$ cat src/design/bpfc_pkg.sv
// Package for the blit pixel format converter: format codes, register
// indexes, shared structs and the pixel decode/encode functions.
// No dependencies.
`timescale 1ns / 1ps

package bpfc_pkg;

   // largest rectangle side in pixels
   localparam int MAX_DIM     = 4096;
   localparam int CNT_W       = $clog2(MAX_DIM + 1);
   localparam int QUEUE_DEPTH = 2;

   // pixel format codes
   localparam logic [3:0] FMT_RGB565   = 4'h8;
   localparam logic [3:0] FMT_ARGB1555 = 4'h9;
   localparam logic [3:0] FMT_ARGB4444 = 4'ha;
   localparam logic [3:0] FMT_ARGB8888 = 4'hf;

   // register indexes (byte address = 4 * index)
   localparam logic [2:0] REG_PIXEL_FORMATS = 3'd0;
   localparam logic [2:0] REG_DEST_BASE     = 3'd1;
   localparam logic [2:0] REG_DEST_PITCH    = 3'd2;
   localparam logic [2:0] REG_BLIT_WIDTH    = 3'd3;
   localparam logic [2:0] REG_BLIT_HEIGHT   = 3'd4;
   localparam logic [2:0] REG_DEST_RIGHT    = 3'd5;
   localparam logic [2:0] REG_DEST_BOTTOM   = 3'd6;
   localparam logic [2:0] REG_MIRROR_MODE   = 3'd7;

   // configuration as seen by the datapath, plus the write strobe
   typedef struct packed {
      logic [3:0]  src_fmt;
      logic [3:0]  dst_fmt;
      logic [31:0] base;
      logic [15:0] pitch;
      logic [15:0] width;
      logic [15:0] height;
      logic [15:0] right;
      logic [15:0] bottom;
      logic [1:0]  mirror;
      logic        wr;
   } bpfc_cfg_type;

   // one classified pixel on its way from front to back
   typedef struct packed {
      logic [15:0] x;
      logic [15:0] y;
      logic [31:0] argb;
      logic        last;
   } bpfc_item_type;

   // source pixel to ARGB32 with bit replication
   function automatic logic [31:0] decode_argb(input logic [3:0] fmt, input logic [31:0] px);
      logic [31:0] res;
      begin
         case (fmt)
            FMT_ARGB8888: res = px;
            FMT_RGB565: res = {8'hff, px[15:11], px[15:13], px[10:5], px[10:9],
                               px[4:0], px[4:2]};
            FMT_ARGB1555: res = {{8{px[15]}}, px[14:10], px[14:12], px[9:5], px[9:7],
                                 px[4:0], px[4:2]};
            FMT_ARGB4444: res = {px[15:12], px[15:12], px[11:8], px[11:8],
                                 px[7:4], px[7:4], px[3:0], px[3:0]};
            default: res = {16'h0, px[15:0]};
         endcase
         return res;
      end
   endfunction

   // ARGB32 to destination format, two-byte formats zero extended
   function automatic logic [31:0] encode_argb(input logic [3:0] fmt, input logic [31:0] c);
      logic [31:0] res;
      begin
         case (fmt)
            FMT_ARGB8888: res = c;
            FMT_RGB565:   res = {16'h0, c[23:19], c[15:10], c[7:3]};
            FMT_ARGB1555: res = {16'h0, (c[31:24] != 8'h0), c[23:19], c[15:11], c[7:3]};
            FMT_ARGB4444: res = {16'h0, c[31:28], c[23:20], c[15:12], c[7:4]};
            default:      res = {16'h0, c[15:0]};
         endcase
         return res;
      end
   endfunction

endpackage

$ cat src/design/bpfc_front.sv
// Front end: accepts source beats, checks geometry, tracks column/row,
// computes the destination x/y and decodes the pixel to ARGB32.
// Depends on bpfc_pkg.
`timescale 1ns / 1ps

module bpfc_front
   import bpfc_pkg::*;
(
   input  logic          clock,
   input  logic          reset,
   input  bpfc_cfg_type  cfg,
   input  logic          req_valid,
   output logic          req_ready,
   input  logic [31:0]   req_source_pixel,
   output logic          push_valid,
   output bpfc_item_type push_item,
   input  logic          queue_full
);

   logic [CNT_W-1:0] col_ff, col_in, row_ff, row_in;
   logic             stage_valid_ff, stage_valid_in;
   bpfc_item_type    stage_item_ff, stage_item_in;

   logic             geom_ok, accept, push;
   logic [CNT_W-1:0] col, row;
   logic             col_last, row_last;
   logic [16:0]      x_lo, y_lo;

   // geometry check, all from configuration
   assign geom_ok = (cfg.width != 16'h0) && (cfg.height != 16'h0) &&
                    ({1'b0, cfg.width} <= 17'(MAX_DIM)) &&
                    ({1'b0, cfg.height} <= 17'(MAX_DIM)) &&
                    ({1'b0, cfg.right} + 17'd1 >= {1'b0, cfg.width}) &&
                    ({1'b0, cfg.bottom} + 17'd1 >= {1'b0, cfg.height});

   assign push      = stage_valid_ff && !queue_full;
   assign req_ready = !stage_valid_ff || !queue_full;
   assign accept    = req_valid && req_ready;

   // position, with a guard against a counter past the rectangle
   always_comb begin
      if ((17'(col_ff) >= {1'b0, cfg.width}) || (17'(row_ff) >= {1'b0, cfg.height})) begin
         col = '0;
         row = '0;
      end else begin
         col = col_ff;
         row = row_ff;
      end
   end

   assign col_last = (17'(col) + 17'd1) == {1'b0, cfg.width};
   assign row_last = (17'(row) + 17'd1) == {1'b0, cfg.height};
   assign x_lo     = {1'b0, cfg.right} + 17'd1 - {1'b0, cfg.width};
   assign y_lo     = {1'b0, cfg.bottom} + 17'd1 - {1'b0, cfg.height};

   // classify the beat into the stage register
   always_comb begin
      stage_item_in = stage_item_ff;
      stage_valid_in = push ? 1'b0 : stage_valid_ff;
      if (accept) begin
         stage_valid_in = geom_ok;
         stage_item_in.x = cfg.mirror[0] ? (cfg.right - 16'(col)) : (x_lo[15:0] + 16'(col));
         stage_item_in.y = cfg.mirror[1] ? (cfg.bottom - 16'(row)) : (y_lo[15:0] + 16'(row));
         stage_item_in.argb = decode_argb(cfg.src_fmt, req_source_pixel);
         stage_item_in.last = col_last && row_last;
      end
   end

   // column/row counters
   always_comb begin
      col_in = col_ff;
      row_in = row_ff;
      if (cfg.wr) begin
         col_in = '0;
         row_in = '0;
      end else if (accept && geom_ok) begin
         if (col_last && row_last) begin
            col_in = '0;
            row_in = '0;
         end else if (col_last) begin
            col_in = '0;
            row_in = row + CNT_W'(1);
         end else begin
            col_in = col + CNT_W'(1);
            row_in = row;
         end
      end
   end

   always_ff @(posedge clock) begin
      if (reset) begin
         col_ff         <= '0;
         row_ff         <= '0;
         stage_valid_ff <= 1'b0;
      end else begin
         col_ff         <= col_in;
         row_ff         <= row_in;
         stage_valid_ff <= stage_valid_in;
      end
      stage_item_ff <= stage_item_in;
   end

   assign push_valid = push;
   assign push_item  = stage_item_ff;

   // counters stay inside the rectangle while geometry is good
   a_col_in_range: assert property (@(posedge clock) disable iff (reset)
      geom_ok |-> ({4'h0, col_ff} < 17'(cfg.width)) && ({4'h0, row_ff} < 17'(cfg.height)))
      else $error("column/row counter outside rectangle");

   // a register write restarts the blit
   a_cfg_clears: assert property (@(posedge clock) disable iff (reset)
      cfg.wr |=> (col_ff == '0) && (row_ff == '0))
      else $error("counters not cleared by register write");

endmodule

$ cat src/design/bpfc_queue.sv
// Short queue between the front and back ends.
// Depends on bpfc_pkg.
`timescale 1ns / 1ps

module bpfc_queue
   import bpfc_pkg::*;
(
   input  logic          clock,
   input  logic          reset,
   input  logic          push,
   input  bpfc_item_type push_item,
   output logic          full,
   input  logic          pop,
   output logic          not_empty,
   output bpfc_item_type head_item
);

   localparam int PTR_W = $clog2(QUEUE_DEPTH);
   localparam int CNT_Q = $clog2(QUEUE_DEPTH + 1);

   bpfc_item_type    slot_ff [QUEUE_DEPTH];
   logic [PTR_W-1:0] wr_ptr_ff, wr_ptr_in, rd_ptr_ff, rd_ptr_in;
   logic [CNT_Q-1:0] count_ff, count_in;

   assign full      = (count_ff == CNT_Q'(QUEUE_DEPTH));
   assign not_empty = (count_ff != '0);
   assign head_item = slot_ff[rd_ptr_ff];

   // pointer and fill count update
   always_comb begin
      wr_ptr_in = wr_ptr_ff;
      rd_ptr_in = rd_ptr_ff;
      count_in  = count_ff;
      if (push) begin
         wr_ptr_in = (32'(wr_ptr_ff) == QUEUE_DEPTH - 1) ? '0 : wr_ptr_ff + PTR_W'(1);
      end
      if (pop) begin
         rd_ptr_in = (32'(rd_ptr_ff) == QUEUE_DEPTH - 1) ? '0 : rd_ptr_ff + PTR_W'(1);
      end
      if (push && !pop) begin
         count_in = count_ff + CNT_Q'(1);
      end else if (pop && !push) begin
         count_in = count_ff - CNT_Q'(1);
      end
   end

   always_ff @(posedge clock) begin
      if (reset) begin
         wr_ptr_ff <= '0;
         rd_ptr_ff <= '0;
         count_ff  <= '0;
      end else begin
         wr_ptr_ff <= wr_ptr_in;
         rd_ptr_ff <= rd_ptr_in;
         count_ff  <= count_in;
      end
      if (push) begin
         slot_ff[wr_ptr_ff] <= push_item;
      end
   end

   // no overflow, no underflow
   a_no_overrun: assert property (@(posedge clock) disable iff (reset)
      !(push && full) && !(pop && !not_empty))
      else $error("queue pushed when full or popped when empty");

endmodule

$ cat src/design/bpfc_back.sv
// Back end: pops classified pixels, forms the destination address,
// encodes the pixel and holds the result beat in the output register.
// Depends on bpfc_pkg.
`timescale 1ns / 1ps

module bpfc_back
   import bpfc_pkg::*;
(
   input  logic          clock,
   input  logic          reset,
   input  bpfc_cfg_type  cfg,
   input  logic          not_empty,
   input  bpfc_item_type head_item,
   output logic          pop,
   output logic          rsp_valid,
   input  logic          rsp_ready,
   output logic [31:0]   rsp_write_address,
   output logic [31:0]   rsp_write_data,
   output logic          rsp_write_four_bytes,
   output logic          rsp_last_of_blit
);

   logic        valid_ff, valid_in;
   logic [31:0] addr_ff, addr_in, data_ff, data_in;
   logic        four_ff, four_in, last_ff, last_in;

   logic        four;
   logic [31:0] row_off;
   logic [17:0] col_off;

   assign pop     = not_empty && (!valid_ff || rsp_ready);
   assign four    = (cfg.dst_fmt == FMT_ARGB8888);
   assign row_off = 32'(head_item.y) * 32'(cfg.pitch);
   assign col_off = four ? {head_item.x, 2'b00} : {1'b0, head_item.x, 1'b0};

   // output register load
   always_comb begin
      valid_in = (valid_ff && !rsp_ready) || pop;
      addr_in  = addr_ff;
      data_in  = data_ff;
      four_in  = four_ff;
      last_in  = last_ff;
      if (pop) begin
         addr_in = cfg.base + row_off + 32'(col_off);
         data_in = encode_argb(cfg.dst_fmt, head_item.argb);
         four_in = four;
         last_in = head_item.last;
      end
   end

   always_ff @(posedge clock) begin
      if (reset) begin
         valid_ff <= 1'b0;
      end else begin
         valid_ff <= valid_in;
      end
      addr_ff <= addr_in;
      data_ff <= data_in;
      four_ff <= four_in;
      last_ff <= last_in;
   end

   assign rsp_valid            = valid_ff;
   assign rsp_write_address    = addr_ff;
   assign rsp_write_data       = data_ff;
   assign rsp_write_four_bytes = four_ff;
   assign rsp_last_of_blit     = last_ff;

   // two-byte writes carry nothing in the upper half
   a_half_clean: assert property (@(posedge clock) disable iff (reset)
      (valid_ff && !four_ff) |-> (data_ff[31:16] == 16'h0))
      else $error("two-byte write with nonzero upper half");

endmodule

$ cat src/design/blit_pixel_format_converter_unit.sv
// Pixel format converter for the destination side of a 2D blit.
// Holds the register file and joins front end, queue and back end.
// Depends on bpfc_pkg, bpfc_front, bpfc_queue, bpfc_back.
//
// Usage: program the registers over the csr_ port (4-byte spaced, any
// write restarts the blit at the top-left), then stream source pixels in
// row-major order on req_. Each accepted beat with good geometry yields one
// rsp_ beat with the destination byte address, converted data, write size
// and an end-of-rectangle flag; with bad geometry beats are taken and dropped.
// Each beat passes the front stage register, the queue and the output
// register on its way to rsp_valid. Throughput is one pixel per cycle while
// the receiver does not stall, set by the front stage, the 2-entry queue and
// the output register of the back end (one 16x16 multiply for the row offset).
// The receiver may stall at will: the output register holds its beat, the
// queue absorbs in-flight pixels and req_ready drops once the queue is full
// and the front stage holds a beat.
// Reset clears registers, counters, the queue and all valid flags.
`timescale 1ns / 1ps

module blit_pixel_format_converter_unit
   import bpfc_pkg::*;
(
   input  logic        clock,
   input  logic        reset,
   input  logic        csr_psel,
   input  logic        csr_penable,
   input  logic        csr_pwrite,
   input  logic [4:0]  csr_paddr,
   input  logic [31:0] csr_pwdata,
   output logic [31:0] csr_prdata,
   output logic        csr_pready,
   input  logic        req_valid,
   output logic        req_ready,
   input  logic [31:0] req_source_pixel,
   output logic        rsp_valid,
   input  logic        rsp_ready,
   output logic [31:0] rsp_write_address,
   output logic [31:0] rsp_write_data,
   output logic        rsp_write_four_bytes,
   output logic        rsp_last_of_blit
);

   logic [11:0] formats_ff, formats_in;
   logic [31:0] base_ff, base_in;
   logic [15:0] pitch_ff, pitch_in, width_ff, width_in, height_ff, height_in;
   logic [15:0] right_ff, right_in, bottom_ff, bottom_in;
   logic [1:0]  mirror_ff, mirror_in;

   logic          wr;
   logic [2:0]    reg_idx;
   bpfc_cfg_type  cfg;
   logic          push, full, pop, not_empty;
   bpfc_item_type push_item, head_item;

   assign csr_pready = 1'b1;
   assign reg_idx    = csr_paddr[4:2];
   assign wr         = csr_psel && csr_penable && csr_pwrite && csr_pready;

   // register writes
   always_comb begin
      formats_in = formats_ff;
      base_in    = base_ff;
      pitch_in   = pitch_ff;
      width_in   = width_ff;
      height_in  = height_ff;
      right_in   = right_ff;
      bottom_in  = bottom_ff;
      mirror_in  = mirror_ff;
      if (wr) begin
         case (reg_idx)
            REG_PIXEL_FORMATS: formats_in = csr_pwdata[11:0];
            REG_DEST_BASE:     base_in    = csr_pwdata;
            REG_DEST_PITCH:    pitch_in   = csr_pwdata[15:0];
            REG_BLIT_WIDTH:    width_in   = csr_pwdata[15:0];
            REG_BLIT_HEIGHT:   height_in  = csr_pwdata[15:0];
            REG_DEST_RIGHT:    right_in   = csr_pwdata[15:0];
            REG_DEST_BOTTOM:   bottom_in  = csr_pwdata[15:0];
            REG_MIRROR_MODE:   mirror_in  = csr_pwdata[1:0];
            default:           formats_in = formats_ff;
         endcase
      end
   end

   always_ff @(posedge clock) begin
      if (reset) begin
         formats_ff <= '0;
         base_ff    <= '0;
         pitch_ff   <= '0;
         width_ff   <= '0;
         height_ff  <= '0;
         right_ff   <= '0;
         bottom_ff  <= '0;
         mirror_ff  <= '0;
      end else begin
         formats_ff <= formats_in;
         base_ff    <= base_in;
         pitch_ff   <= pitch_in;
         width_ff   <= width_in;
         height_ff  <= height_in;
         right_ff   <= right_in;
         bottom_ff  <= bottom_in;
         mirror_ff  <= mirror_in;
      end
   end

   // register read
   always_comb begin
      case (reg_idx)
         REG_PIXEL_FORMATS: csr_prdata = {20'h0, formats_ff};
         REG_DEST_BASE:     csr_prdata = base_ff;
         REG_DEST_PITCH:    csr_prdata = {16'h0, pitch_ff};
         REG_BLIT_WIDTH:    csr_prdata = {16'h0, width_ff};
         REG_BLIT_HEIGHT:   csr_prdata = {16'h0, height_ff};
         REG_DEST_RIGHT:    csr_prdata = {16'h0, right_ff};
         REG_DEST_BOTTOM:   csr_prdata = {16'h0, bottom_ff};
         REG_MIRROR_MODE:   csr_prdata = {30'h0, mirror_ff};
         default:           csr_prdata = '0;
      endcase
   end

   assign cfg.src_fmt = formats_ff[3:0];
   assign cfg.dst_fmt = formats_ff[11:8];
   assign cfg.base    = base_ff;
   assign cfg.pitch   = pitch_ff;
   assign cfg.width   = width_ff;
   assign cfg.height  = height_ff;
   assign cfg.right   = right_ff;
   assign cfg.bottom  = bottom_ff;
   assign cfg.mirror  = mirror_ff;
   assign cfg.wr      = wr;

   bpfc_front u_front (
      .clock            (clock),
      .reset            (reset),
      .cfg              (cfg),
      .req_valid        (req_valid),
      .req_ready        (req_ready),
      .req_source_pixel (req_source_pixel),
      .push_valid       (push),
      .push_item        (push_item),
      .queue_full       (full)
   );

   bpfc_queue u_queue (
      .clock     (clock),
      .reset     (reset),
      .push      (push),
      .push_item (push_item),
      .full      (full),
      .pop       (pop),
      .not_empty (not_empty),
      .head_item (head_item)
   );

   bpfc_back u_back (
      .clock                (clock),
      .reset                (reset),
      .cfg                  (cfg),
      .not_empty            (not_empty),
      .head_item            (head_item),
      .pop                  (pop),
      .rsp_valid            (rsp_valid),
      .rsp_ready            (rsp_ready),
      .rsp_write_address    (rsp_write_address),
      .rsp_write_data       (rsp_write_data),
      .rsp_write_four_bytes (rsp_write_four_bytes),
      .rsp_last_of_blit     (rsp_last_of_blit)
   );

endmodule

$ cat config.mk
export PLATFORM = sky130hd
export DESIGN_NAME = blit_pixel_format_converter_unit
export DESIGN_NICKNAME = d
export VERILOG_FILES = /design/src/design/bpfc_pkg.sv /design/src/design/bpfc_front.sv /design/src/design/bpfc_queue.sv /design/src/design/bpfc_back.sv /design/src/design/blit_pixel_format_converter_unit.sv
export SDC_FILE = /design/constraint.sdc
export NUM_CORES = 2
export LEC_CHECK = 0
export ABC_CLOCK_PERIOD_IN_PS = 7550
export BUFFER_PORTS_ARGS = -buffer_cell sky130_fd_sc_hd__buf_2
export CORE_MARGIN = 5
export CORE_UTILIZATION = 48
export DETAILED_ROUTE_END_ITERATION = 12
export PLACE_DENSITY = 0.65
export SETUP_SLACK_MARGIN = 0.02
export SLEW_MARGIN = 25
export SYNTH_ARGS = -nofsm -noshare
export SYNTH_HDL_FRONTEND = slang
export SYNTH_SLANG_ARGS = --single-unit
$ cat constraint.sdc
create_clock -name clock -period 7.55 [get_ports clock]
set_input_delay 0.3775 -clock clock [delete_from_list [all_inputs] [get_ports clock]]
set_output_delay 0.3775 -clock clock [all_outputs]
set_load 0.01 [all_outputs]
==> impl_metrics.yaml <==
floorplan:
  pin_count: 177
  floorplan.die_area_um2: 75000
  initial_utilization_pct: 48.6
  core.rowCount: 96
  die_height_um: 274
  fp.dieW_um: 274
  core-area_um2: 68800
route:
  wl_met2_um: 41200
  detailedRoute.firstIterationViolations: 2243
  route.antenna.remaining_nets: 0
  route.top_layer_used: "met5"
  drcViolationCount: 0
  totalWireLength_um: 94300
  wirelength_met1_um: 41500
  dr_total_vias: 26300
  detail_route.vias_per_cell: 5.58
  met3RoutedLength_um: 8820
  dr.pass1.iters: 6
  wl_cell_um: 20.0
timing:
  clock_period_minus_final_worst_setup_slack_ns: 7.15
  final_setup_skew_ns: 0.0194
  tightestPinTransition_ns: 0.995
  final.period_utilization_pct: 94.7
  timing.fmax_ghz: 0.140
  report.final.slew_viol_count: 0
  final_number_of_hold_violating_endpoints: 0
  timing.slew.headroom_pct: 33.6
  setup_viol: 0
  pnr_worst_setup_slack_ns: 0.398
  grt_setup_unrepaired: "no"
  hold_ws_ns: 0.0490
placed_design:
  number_of_placed_instances_with_taps_included: 4605
  port_buffers: 173
  place_area_um2: 35500
  place_congestion: 0.935
  dpl.hpwl_um: 72200
  dp_slack_ns: -0.0352
clock_tree:
  cts_tree: "built"
  clock_insertion_delay_worst_skew_ns: 0.61
  max-clock-path-buffers: 3
  cts_post_setup_buffers_inserted: 0
  tritoncts_num_sinks: 420
  root_buffer: "clkbuf_16"
  cts_made_buffers: 48
  h-tree-depth: 2
  worst_setup_hold_path_clk_slew_ns: 0.06
layout:
  final_cell_area_um2: 37200
  antenna_cells: 0
  drive_gt1_share_pct: 11.2
  number_of_standard_cells_in_the_final_layout_excluding_fillers: 4710
  fin_nets: 4306
  area_growth_pct: 11.4
critical_path:
  critical_path.max_fanout: 16
  critPathArrivalTime_ns: 7.51
  worst_setup_sp_type: "register"
  worstRegToRegCells: 24
  critical_path.endpoint_type: "register"
  critical-path-slowest-cell: "fa_1"
  max_stage_delay_on_crit_path_ns: 0.53
  critical_path_class: "reg2reg"
  r2r_path_end: "u_back.rsp_write_address[27]$_DFFE_PP_"
  worst-r2r-setup-slack_ns: 0.40
  critical_path.most_common_cell: "fa_1"
  required_ns: 7.91
  cell_by_cell_listing_of_the_critical_path: "mux2_2, and2_1, fa_1, inv_1, fa_1, fa_1, inv_1, fa_1, fa_1, inv_1, fa_1, inv_1, ha_1, and3_1, a221oi_1, inv_1, o211ai_1, a221oi_1, buf_4, a2111oi_2, o31ai_2, a21o_1, a21oi_1, xnor2_1"
  critPathBufInv: 6
  cp_top_family: "adder cells"
logic_synthesis:
  ys_async_sr_fraction_pct: 0
  ys_types: 92
  post_synth_instance_area_um2: 33400
  seq_area_frac_synth_pct: 33.0
  syn_nets: 4147
  synth_area_per_cell_um2: 9.34
  synthesis.yosys.warnings: 0
  postSynthCellCount: 3580
  ys_ff_latch: 420
  synth-edff-count: 261
  synthFlopType: "edfxtp_1"
power:
  vdd_drop_max_mv: 0.192
  fin_total_pwr_mw: 6.59
  static-leakage-power_nw: 15.7
  power-per-cell-area_nw_per_um2: 177
min_path:
  holdCritStartpoint: "req_source_pixel[25]"
  timing.hold.worst_endpoint: "u_front.push_item[26]$_DFFE_PP_"
  hold_class: "in2reg"
  whs_path_depth: 3
grt:
  number_of_antenna_violations_at_the_first_check_in_global_routing: 6
  grt_util_all_layers_pct: 24.7
  overflow: 0
  global_route_wire_length_before_repair_um: 145000
  grt_max_degree: 85
  via_count_of_the_first_global_routing_pass: 25300
run_status:
  status: "completed"
run:
  drv.max_cap_violation_count: 0
## metal layers
layer / vias to the layer above / GRT usage [%]
li1: 12400 / -
met1: 12700 / 35.4
met2: 994 / 37.6
met3: 181 / 6.25
met4: 10 / 6.56
met5: - / 0
## tightest hold or removal path, stage by stage
cell	delay (ns)
buf_2	0.08
nand2_1	0.04
nand2_1	0.05
## synthesized netlist by cell type (all sizes together) (19+ instances only)
| master | number | share of area, % |
|---|---|---|
| xnor2 | 102 | 2.7 |
| nand2 | 600 | 6.7 |
| nand2b | 23 | 0.43 |
| mux2 | 34 | 1.1 |
| nor4 | 24 | 0.49 |
| nor2b | 26 | 0.49 |
| a221oi | 25 | 0.65 |
| a21oi | 261 | 3.9 |
| mux2i | 50 | 1.5 |
| xor2 | 43 | 1.1 |
| o21ai | 110 | 1.6 |
| clkbuf | 118 | 1.3 |
| and3 | 28 | 0.54 |
| a211oi | 23 | 0.57 |
| buf | 36 | 0.50 |
| nor2 | 161 | 1.8 |
| dfxtp | 159 | 9.5 |
| a22oi | 19 | 0.43 |
| nand3 | 77 | 1.2 |
| nand4 | 25 | 0.49 |
| a21o | 21 | 0.47 |
| fa | 272 | 16 |
| nor3 | 48 | 0.75 |
| ha | 219 | 8.2 |
| edfxtp | 261 | 23 |
| inv | 462 | 5.2 |
| and2 | 144 | 2.7 |
## how the worst max path moves through the flow
stage | from | end | slack [ns] | cells past startpoint
2_1_floorplan | register | u_back.rsp_write_address[27]$_DFFE_PP_ | 0.22 | 26
3_3_place_gp | register | u_back.rsp_write_address[27]$_DFFE_PP_ | -0.0006 | 24
3_5_place_dp | register | u_back.rsp_write_address[27]$_DFFE_PP_ | -0.04 | 24
4_1_cts | register | u_back.rsp_write_address[27]$_DFFE_PP_ | 0.14 | 24
5_1_grt | register | u_back.rsp_write_address[27]$_DFFE_PP_ | 0.03 | 24
6_report | register | u_back.rsp_write_address[27]$_DFFE_PP_ | 0.40 | 24
## layout make-up
| class | instances | area (um2) |
|---|---|---|
| clock buffers | 57 | 1250 |
| clock inverters | 33 | 358 |
| fillers | 6212 | 31600 |
| inverters | 464 | 1740 |
| multi-input cells | 2542 | 20100 |
| flip-flops and latches | 420 | 11000 |
| well taps | 931 | 1160 |
| repair buffers | 263 | 1580 |
## logic make-up (layout without fill, tap and decap cells)
kind of cell	Yosys count	count (layout)	share of synthesized area, %
flops	420	420	33.0
buf+inv	618	817	7.03
simple gates	1203	1203	16.6
other cells	1	1	0.0112
fa+ha+maj	491	491	24.5
mux	100	100	3.72
xor+xnor	147	147	3.96
compound gates	600	600	11.2
## stage by stage
| step | util, % | setup TNS (ns) |
|---|---|---|
| 2_1_floorplan | - | 0 |
| 3_3_place_gp | 51.5 | -0.000581 |
| 3_5_place_dp | 51.5 | -0.0352 |
| 4_1_cts | 54.1 | 0 |
| 5_1_grt | 54.1 | 0 |
| 6_report | 54.1 | 0 |
## repair_timing
action | 4_1_cts | 5_1_grt
hold endpoints to repair | 15 | 0
hold buffers | 15 | 0
resized for setup | 1 | 3
endpoints found under the setup margin | 1 | 3
pin swaps | 0 | 0
## state kept, by name, summed over array words and instances, names as in the netlist, 12 cells and up, named ones only
signal	cells
u_back.rsp_write_data	32
width_ff	16
right_ff	16
height_ff	16
u_queue.slot_ff	130
u_front.col_ff	13
base_ff	32
pitch_ff	16
u_front.row_ff	13
u_front.push_item	65
u_back.rsp_write_address	32
formats_ff	12
bottom_ff	16
## layout by cell type, fill, tap and decap left out, drive strengths merged, types with 9 or more instances in the layout
| master | count |
|---|---|
| and3 | 28 |
| xor2 | 43 |
| a21oi | 261 |
| o21a | 10 |
| ha | 219 |
| nor2b | 26 |
| nor4 | 24 |
| clkinv | 19 |
| buf | 248 |
| or3 | 18 |
| edfxtp | 261 |
| nand2b | 23 |
| a21boi | 11 |
| a221oi | 25 |
| fa | 272 |
| mux4 | 16 |
| dfxtp | 159 |
| o22ai | 14 |
| a21o | 21 |
| clkbuf | 57 |
| mux2 | 34 |
| a31oi | 9 |
| mux2i | 50 |
| o21ai | 110 |
| nand3 | 77 |
| o31ai | 11 |
| xnor2 | 102 |
| nand2 | 600 |
| a211oi | 23 |
| nand4 | 25 |
| nor2 | 161 |
| nor3 | 48 |
| a22oi | 19 |
| dlygate4sd3 | 15 |
| and2 | 144 |
| inv | 468 |
## power breakdown
group          internal, mW  total, mW  leakage, nW  switching [mW]
Combinational         0.512       1.40         11.2           0.884
Clock                  1.38       2.40        0.784            1.02
Sequential             2.71       2.80         3.74          0.0888
Total                  4.60       6.59         15.7            1.99
Power figures use the tool's default switching activity.
